$ cat src/hw/rtl/pad_pkg.sv
// pad_pkg: shared types, constants and config register codes for pot_average_deadband.
// Used by every module in hw/rtl. Has no dependencies of its own.
package pad_pkg;

    // Field widths, fixed by the data formats
    localparam int SAMPLE_W = 10;
    localparam int Q6_W     = 16;   // Q10.6 values and 16-bit registers
    localparam int FRAC_W   = 6;
    localparam int GAIN_SH  = 12;   // Q4.12 gain
    localparam int PROD_W   = 32;   // diff * gain

    // Group size; valid range 1..64
    localparam int SAMPLES_PER_READING = 8;
    localparam int CNT_W = (SAMPLES_PER_READING > 1) ? $clog2(SAMPLES_PER_READING) : 1;
    localparam logic [CNT_W-1:0] CNT_LAST = CNT_W'(SAMPLES_PER_READING - 1);

    // Mean by reciprocal multiply: exact for any 16-bit sum and a group of up to 64
    localparam int RECIP_K = 22;
    localparam int RECIP_W = RECIP_K + 1;
    localparam logic [RECIP_W-1:0] RECIP =
        RECIP_W'(((64'd1 << RECIP_K) + SAMPLES_PER_READING - 1) / SAMPLES_PER_READING);
    localparam int MEAN_PROD_W = Q6_W + RECIP_W;

    // Clamp limits, Q10.6
    localparam int LEVEL_W = PROD_W - GAIN_SH;
    localparam logic [LEVEL_W-1:0] LEVEL_FLOOR_Q6 = LEVEL_W'(128);    // 2.0
    localparam logic [LEVEL_W-1:0] LEVEL_TOP_Q6   = LEVEL_W'(65280);  // 1020.0
    localparam logic [Q6_W-1:0]    LEVEL_MAX_Q6   = Q6_W'(65472);     // 1023.0

    // Config port
    localparam int CFG_IDX_W = 2;
    typedef enum logic [CFG_IDX_W-1:0] {
        CFG_OFFSET   = 2'd0,
        CFG_GAIN     = 2'd1,
        CFG_DEADBAND = 2'd2
    } t_cfg_idx;

    localparam logic [Q6_W-1:0] OFFSET_RST   = Q6_W'(0);
    localparam logic [Q6_W-1:0] GAIN_RST     = Q6_W'(4096);
    localparam logic [Q6_W-1:0] DEADBAND_RST = Q6_W'(128);

    // Item passed from the gain stage to the hold stage
    typedef struct packed {
        logic              pos;   // mean above offset
        logic [PROD_W-1:0] prod;  // (mean - offset) * gain
    } t_gain_item;

endpackage

$ cat src/hw/rtl/pad_accum.sv
// pad_accum: sums raw samples in groups and hands each finished group sum downstream.
// Depends on pad_pkg.
module pad_accum
    import pad_pkg::*;
(
    input  logic                i_clk,
    input  logic                i_rst_n,
    input  logic                i_valid,
    input  logic [SAMPLE_W-1:0] i_sample,
    output logic                o_stall,
    output logic                o_grp_valid,
    output logic [Q6_W-1:0]     o_grp_sum,
    input  logic                i_grp_ready
);

    logic [Q6_W-1:0]  r_sum, n_sum;
    logic [CNT_W-1:0] r_cnt;
    logic             r_grp_vld;
    logic [Q6_W-1:0]  r_grp_sum;
    logic             slot_ready, accept, last;

    // Group slot frees when empty or being taken
    assign slot_ready = !r_grp_vld || i_grp_ready;
    assign o_stall    = !slot_ready;
    assign accept     = i_valid && slot_ready;
    assign last       = (r_cnt == CNT_LAST);
    assign n_sum      = r_sum + Q6_W'(i_sample);   // wraps at 16 bits

    // Running sum and count
    always_ff @(posedge i_clk) begin
        if (!i_rst_n) begin
            r_sum <= '0;
            r_cnt <= '0;
        end else if (accept) begin
            if (last) begin
                r_sum <= '0;
                r_cnt <= '0;
            end else begin
                r_sum <= n_sum;
                r_cnt <= r_cnt + CNT_W'(1);
            end
        end
    end

    // Finished group register
    always_ff @(posedge i_clk) begin
        if (!i_rst_n) begin
            r_grp_vld <= 1'b0;
        end else if (accept && last) begin
            r_grp_vld <= 1'b1;
        end else if (i_grp_ready) begin
            r_grp_vld <= 1'b0;
        end
    end

    always_ff @(posedge i_clk) begin
        if (accept && last) begin
            r_grp_sum <= n_sum;
        end
    end

    assign o_grp_valid = r_grp_vld;
    assign o_grp_sum   = r_grp_sum;

endmodule

$ cat src/hw/rtl/pad_cond.sv
// pad_cond: group mean by reciprocal multiply, then offset subtract and gain multiply.
// Two registered stages. Depends on pad_pkg.
module pad_cond
    import pad_pkg::*;
(
    input  logic            i_clk,
    input  logic            i_rst_n,
    input  logic            i_valid,
    input  logic [Q6_W-1:0] i_sum,
    output logic            o_ready,
    input  logic [Q6_W-1:0] i_offset_q6,
    input  logic [Q6_W-1:0] i_gain_q12,
    output logic            o_valid,
    output t_gain_item      o_item,
    input  logic            i_ready
);

    logic                   r_m_vld, r_g_vld;
    logic [SAMPLE_W-1:0]    r_mean;
    t_gain_item             r_item;
    logic                   m_ready, g_ready;
    logic [MEAN_PROD_W-1:0] mean_prod;
    logic [Q6_W-1:0]        mean_q6, diff;

    assign g_ready = !r_g_vld || i_ready;
    assign m_ready = !r_m_vld || g_ready;
    assign o_ready = m_ready;

    // Stage 1: sum / N, keep the low 10 bits
    assign mean_prod = MEAN_PROD_W'(i_sum) * MEAN_PROD_W'(RECIP);

    always_ff @(posedge i_clk) begin
        if (!i_rst_n) begin
            r_m_vld <= 1'b0;
        end else if (m_ready) begin
            r_m_vld <= i_valid;
        end
    end

    always_ff @(posedge i_clk) begin
        if (i_valid && m_ready) begin
            r_mean <= mean_prod[RECIP_K +: SAMPLE_W];
        end
    end

    // Stage 2: (mean_q6 - offset) * gain
    assign mean_q6 = {r_mean, {FRAC_W{1'b0}}};
    assign diff    = mean_q6 - i_offset_q6;

    always_ff @(posedge i_clk) begin
        if (!i_rst_n) begin
            r_g_vld <= 1'b0;
        end else if (g_ready) begin
            r_g_vld <= r_m_vld;
        end
    end

    always_ff @(posedge i_clk) begin
        if (r_m_vld && g_ready) begin
            r_item.pos  <= (mean_q6 > i_offset_q6);
            r_item.prod <= PROD_W'(diff) * PROD_W'(i_gain_q12);
        end
    end

    assign o_valid = r_g_vld;
    assign o_item  = r_item;

endmodule

$ cat src/hw/rtl/pad_hold.sv
// pad_hold: clamps the level, applies the deadband against the held level, result register.
// Depends on pad_pkg.
module pad_hold
    import pad_pkg::*;
(
    input  logic            i_clk,
    input  logic            i_rst_n,
    input  logic            i_valid,
    input  t_gain_item      i_item,
    output logic            o_ready,
    input  logic [Q6_W-1:0] i_deadband_q6,
    output logic            o_valid,
    output logic [Q6_W-1:0] o_level_q6,
    output logic            o_changed,
    input  logic            i_stall
);

    logic                r_vld, r_changed;
    logic [Q6_W-1:0]     r_held;
    logic [LEVEL_W-1:0]  raw;
    logic [Q6_W-1:0]     level, delta;
    logic                moved, take;

    assign o_ready = !r_vld || !i_stall;
    assign take    = i_valid && o_ready;

    // Clamp: tiny or negative to 0, above 1020.0 to 1023.0
    assign raw = i_item.prod[PROD_W-1:GAIN_SH];
    always_comb begin
        if (!i_item.pos || raw < LEVEL_FLOOR_Q6) begin
            level = '0;
        end else if (raw > LEVEL_TOP_Q6) begin
            level = LEVEL_MAX_Q6;
        end else begin
            level = raw[Q6_W-1:0];
        end
    end

    // Deadband: strictly greater distance replaces the held level
    assign delta = (level > r_held) ? (level - r_held) : (r_held - level);
    assign moved = delta > i_deadband_q6;

    always_ff @(posedge i_clk) begin
        if (!i_rst_n) begin
            r_vld     <= 1'b0;
            r_held    <= '0;
            r_changed <= 1'b0;
        end else if (take) begin
            r_vld     <= 1'b1;
            r_changed <= moved;
            if (moved) begin
                r_held <= level;
            end
        end else if (!i_stall) begin
            r_vld <= 1'b0;
        end
    end

    assign o_valid    = r_vld;
    assign o_level_q6 = r_held;
    assign o_changed  = r_changed;

endmodule

$ cat src/hw/rtl/pot_average_deadband.sv
// pot_average_deadband: top level; config registers and the accumulate/condition/hold chain.
// Depends on pad_pkg, pad_accum, pad_cond, pad_hold.
//
//  channel | valid           | stall           | payload
//  --------+-----------------+-----------------+---------------------------
//  sample  | i_sample_valid  | o_sample_stall  | i_sample
//  result  | o_result_valid  | i_result_stall  | o_level_q6, o_changed
//  config  | i_cfg_we        | (none)          | i_cfg_index, i_cfg_data
//
// One sample is taken every cycle while o_sample_stall is low. The edge that takes
// the last sample of a group loads the group register; the mean, gain and result
// registers follow in that order, and o_result_valid rises as the result register loads.
// Each stage holds one group, so up to four results can be in flight while the
// output is stalled; the input stalls whenever the group register holds a
// finished group that cannot move on.
// Synchronous active-low reset clears the sum, count, held level, valids
// and restores the config registers.
module pot_average_deadband
    import pad_pkg::*;
(
    input  logic                 i_clk,
    input  logic                 i_rst_n,
    input  logic                 i_sample_valid,
    input  logic [SAMPLE_W-1:0]  i_sample,
    output logic                 o_sample_stall,
    output logic                 o_result_valid,
    output logic [Q6_W-1:0]      o_level_q6,
    output logic                 o_changed,
    input  logic                 i_result_stall,
    input  logic                 i_cfg_we,
    input  logic [CFG_IDX_W-1:0] i_cfg_index,
    input  logic [Q6_W-1:0]      i_cfg_data
);

    logic [Q6_W-1:0] r_offset_q6, r_gain_q12, r_deadband_q6;
    logic            grp_valid, grp_ready, g_valid, g_ready;
    logic [Q6_W-1:0] grp_sum;
    t_gain_item      g_item;

    // Config registers; unknown index is ignored
    always_ff @(posedge i_clk) begin
        if (!i_rst_n) begin
            r_offset_q6   <= OFFSET_RST;
            r_gain_q12    <= GAIN_RST;
            r_deadband_q6 <= DEADBAND_RST;
        end else if (i_cfg_we) begin
            unique case (t_cfg_idx'(i_cfg_index))
                CFG_OFFSET:   r_offset_q6   <= i_cfg_data;
                CFG_GAIN:     r_gain_q12    <= i_cfg_data;
                CFG_DEADBAND: r_deadband_q6 <= i_cfg_data;
                default: ;
            endcase
        end
    end

    pad_accum u_accum (
        .i_clk       (i_clk),
        .i_rst_n     (i_rst_n),
        .i_valid     (i_sample_valid),
        .i_sample    (i_sample),
        .o_stall     (o_sample_stall),
        .o_grp_valid (grp_valid),
        .o_grp_sum   (grp_sum),
        .i_grp_ready (grp_ready)
    );

    pad_cond u_cond (
        .i_clk       (i_clk),
        .i_rst_n     (i_rst_n),
        .i_valid     (grp_valid),
        .i_sum       (grp_sum),
        .o_ready     (grp_ready),
        .i_offset_q6 (r_offset_q6),
        .i_gain_q12  (r_gain_q12),
        .o_valid     (g_valid),
        .o_item      (g_item),
        .i_ready     (g_ready)
    );

    pad_hold u_hold (
        .i_clk         (i_clk),
        .i_rst_n       (i_rst_n),
        .i_valid       (g_valid),
        .i_item        (g_item),
        .o_ready       (g_ready),
        .i_deadband_q6 (r_deadband_q6),
        .o_valid       (o_result_valid),
        .o_level_q6    (o_level_q6),
        .o_changed     (o_changed),
        .i_stall       (i_result_stall)
    );

endmodule
$ cat config.mk
export PLATFORM = sky130hd
export DESIGN_NAME = pot_average_deadband
export DESIGN_NICKNAME = d
export VERILOG_FILES = /design/src/hw/rtl/pad_pkg.sv /design/src/hw/rtl/pad_accum.sv /design/src/hw/rtl/pad_cond.sv /design/src/hw/rtl/pad_hold.sv /design/src/hw/rtl/pot_average_deadband.sv
export SDC_FILE = /design/constraint.sdc
export NUM_CORES = 1
export LEC_CHECK = 0
export BUFFER_PORTS_ARGS = -buffer_cell sky130_fd_sc_hd__buf_2
export CAP_MARGIN = 5
export CORE_MARGIN = 4
export CORE_UTILIZATION = 50
export CTS_BUF_LIST = sky130_fd_sc_hd__clkbuf_8
export CTS_CLUSTER_DIAMETER = 120
export DETAILED_ROUTE_END_ITERATION = 12
export GPL_TIMING_DRIVEN = 1
export PLACE_DENSITY_LB_ADDON = 0.3
export REMOVE_ABC_BUFFERS = 1
export SYNTH_ARGS = -nofsm -noshare
export SYNTH_HDL_FRONTEND = slang
export SYNTH_SLANG_ARGS = --single-unit
$ cat constraint.sdc
create_clock -name i_clk -period 14.9 [get_ports i_clk]
set_input_delay 0.745 -clock i_clk [delete_from_list [all_inputs] [get_ports i_clk]]
set_output_delay 0.745 -clock i_clk [all_outputs]
set_load 0.1 [all_outputs]
==> summary.txt <==
Layout
  • Fin cells: around 2.2k
  • # diodes: 0
  • Final nets: 2227
  • Area Overhead vs Synth: 5.91%
  • Final Instance Area: around 17000 um^2
  • Utilization after layout: between 50% and 60%
  • Share of layout cells above drive strength 1: 7.17%
  • FILL cells: ~2.9k

Drt
  • Post-detailed-route count of antenna-violating nets: 0
  • Via/cell ratio: 5.45
  • DR vias: approximately 12k
  • DR DRC count: 0
  • DRT iter0 DRCs: approximately 720
  • 1st-pass router iterations: 5
  • Drt wl/cell: 17.2 um
  • Drt total wl: between 30000 and 40000 um

Floorplan
  • Horiz. Die Dim: roughly 190 um
  • Die Span Y: ~190 um
  • Core Box Area: roughly 32000 um^2
  • Starting Density: 50.7%
  • # rows: 65
  • I/O pins: 52
  • Total Die Area: 34900 um^2

Setup path
  • Slowest-stage cell, CP: xnor2_2
  • Crit path kind: flip-flop to flip-flop
  • Critical path peak fanout: 19
  • Most frequent CP cell: fa_1
  • Crit-path max cell delay: roughly 0.66 ns
  • Crit. End Element: flip-flop
  • Setup crit start kind: flip-flop
  • CP Data Required Time: roughly 15 ns
  • Critical Path AT: a little under 8 ns

Synthesis
  • Mux contribution to synthesized area: less than 1%
  • Seq/Total Area, Yosys: between 10% and 20%
  • Synth warn: 0
  • Synthesized flop and latch total: approximately 130
  • EDFF count, synth: 41
  • Post-synth ARST share: 0%
  • Avg Cell Area, Syn: 8.80 um^2
  • Largest family of logic cells by synthesized area: adder cells
  • Post-Synth Simple-Gate Area: 17.6%
  • Synth Area in Adders: 37.9%
  • Ys flop type: dfxtp_1
  • Synth cell types: 76
  • Post-Synthesis Cell Area: about 16000 um^2
  • Synth Area in Compound Gates: between 10% and 20%
  • Cell count after synthesis: around 1.8k
  • Xor and xnor area share after synthesis: 3.12%

Place
  • Post-Place Worst Slack: 7.39 ns
  • Placed cells: approximately 2.2k
  • Placed Area: 16600 um^2
  • Number of port buffers: 51
  • Gpl congestion: between 0.9 and 1
  • DP HPWL: roughly 31000 um

STA
  • Fin crit share: between 50% and 60%
  • Fin worst setup slack: 7.36 ns
  • Worst slew margin: between 10% and 20%
  • Worst slew pin tran: ~1.3 ns
  • # setup viols final: 0
  • Fin. max-slew vios: 0
  • Endpoints failing hold: 0
  • Post-route setup TNS: 0 ns
  • Fmax achieved: approximately 0.13 GHz
  • Post-Route Skew: 0.0198 ns
  • RSZ-0062 raised after global routing: no
  • Crit path time final: roughly 7.5 ns
  • Hold slack: 0.419 ns

Flow run
  • MaxCap Viol Count: 0

CTS
  • Root buf cell: clkbuf_8
  • Cts bufs inserted: 17
  • CTS Sinks: between 100 and 150
  • Total setup buffers inserted after CTS: 0
  • CTS resizes: 0
  • Clock transition at the registers of the reported paths: 0.08 ns
  • Hold-fix buffers at CTS: 0
  • Worst-Skew Late Latency: 0.47 ns
  • CTS max path bufs: 2
  • H-tree Lvls: 4
  • CTS tree: built

Global route
  • Tot GR Track Use: between 20% and 30%
  • Initial antenna violation count: 0
  • Wire length of the first global-routing pass: ~66000 um
  • Vias in the first global route: 12.8k
  • Largest net degree at the start of global routing: 68
  • Grt total ovfl: 0

Run status
  • Status: finished clean

Power and ir drop
  • Maximum vdd drop: approximately 0.049 mV
  • Pwr dens: about 60 nW/um^2
  • Total power: between 0.9 and 1 mW
  • LEAKAGE: around 7.9 nW

Min path
  • HP Class: flip-flop to flip-flop
## layout make-up
cell class	count	area (um^2)	share of cell area, %
timing repair buffer	67	375	2.22
inverter	300	1130	6.65
sequential	126	2930	17.3
multi-input combinational	1315	11600	68.6
clock buffer	17	234	1.38
tap	402	503	2.97
clock inverter	15	153	0.901
## Yosys cell counts (all sizes together) (8+ instances only)
| cell type | number | area share [%] |
|---|---|---|
| inv | 300 | 7.0 |
| nand2 | 280 | 6.6 |
| fa | 196 | 25 |
| ha | 171 | 13 |
| and2 | 121 | 4.7 |
| dfxtp | 85 | 11 |
| a21boi | 67 | 3.1 |
| a21oi | 67 | 2.2 |
| o21ai | 61 | 2.0 |
| clkbuf | 59 | 1.4 |
| nor2 | 50 | 1.2 |
| edfxtp | 41 | 7.7 |
| nand3 | 34 | 1.1 |
| xnor2 | 31 | 1.7 |
| a21o | 26 | 1.2 |
| xor2 | 26 | 1.4 |
| nor2b | 25 | 0.98 |
| buf | 18 | 0.78 |
| nor3 | 14 | 0.44 |
| nand4 | 12 | 0.66 |
| o21a | 10 | 0.47 |
| o21bai | 10 | 0.47 |
| o211ai | 9 | 0.45 |
| a22oi | 8 | 0.38 |
| and3 | 8 | 0.31 |
| nor4 | 8 | 0.50 |
| o31a | 8 | 0.44 |
## layout by cell type, fill, tap and decap left out, types with 4 or more instances in the layout
master	netlist	routed
ha_1	171	171
nand3_1	34	34
o21ai_0	54	54
xnor2_1	31	29
o31a_1	8	8
xor2_1	26	25
edfxtp_1	41	41
inv_6	0	7
o211ai_1	8	8
nand2_1	279	279
nor3_1	14	14
mux2i_1	6	6
a21boi_0	66	66
o31ai_1	4	4
dfxtp_1	85	85
o311ai_0	4	4
a21oi_1	65	65
nand3b_1	6	6
o21bai_1	10	10
nor2_1	48	48
nor4_1	6	6
fa_1	196	196
a22oi_1	8	8
clkbuf_8	0	17
o21ai_1	4	4
nand4_1	10	10
o21a_1	10	10
and2_1	121	121
buf_2	10	51
and3_1	8	8
nor2b_1	25	24
a21o_1	26	26
a31oi_1	5	5
buf_4	4	16
inv_1	300	300
## metal layers
metal / vias to the layer above / global-route usage (%) / part of all wire [%]
li1: 5870 / - / -
met5: - / 0 / 0
met2: 268 / 38.8 / 48
met1: 6033 / 30.9 / 46
met4: 0 / 4.95 / 1.4
met3: 42 / 4.03 / 4.9
## cells by family (layout without fill, tap and decap cells)
logic type,after synthesis,count (layout)
compound gates,307,307
xor+xnor,57,57
fa+ha+maj,367,367
buf+inv,377,399
flops,126,126
mux,8,8
simple gates,576,576
## flip-flops by register name (all words and copies together), names as in the netlist
name and cells:
u_accum.o_grp_valid 1, u_cond.o_valid 1, r_gain_q12 16, r_offset_q6 16, u_accum.o_grp_sum 10, u_cond.o_item 21, u_hold.o_level_q6 16, u_hold.o_valid 1
u_hold.o_changed 1, u_cond.r_m_vld 1, u_cond.r_mean 10, r_deadband_q6 16, u_accum.r_sum 13, u_accum.r_cnt 3
## worst paths after layout
kind / endpoint / slack [ns] / cells after the start / start
max reg2reg: u_cond.o_item[27] / 7.36 / 25 / r_offset_q6[0]
min: u_cond.r_mean[4] / 0.42 / 0 / u_accum.o_grp_sum[7]
min reg2reg: u_cond.r_mean[4] / 0.42 / 0 / u_accum.o_grp_sum[7]
max: u_cond.o_item[27] / 7.36 / 25 / r_offset_q6[0]
## critical path: cells and delay by family, from the launching register on
| family | cells | cell delay, ns |
|---|---|---|
| adders and majority gates | 8 | 3.66 |
| AOI/OAI and AO/OA | 5 | 1.17 |
| and+or+nand+nor | 5 | 0.79 |
| xor gates and xnor gates | 2 | 0.78 |
| DFF | 1 | 0.52 |
| buffers and inverters | 5 | 0.38 |
## power breakdown
group | total, mW | leakage (nW) | switching, mW | internal [mW]
registers | 0.383 | 1.06 | 0.0132 | 0.370
clock network | 0.301 | 0.195 | 0.164 | 0.137
logic | 0.312 | 6.63 | 0.183 | 0.129
total | 0.996 | 7.88 | 0.360 | 0.636
No activity file was read; power rests on OpenSTA's default activity.
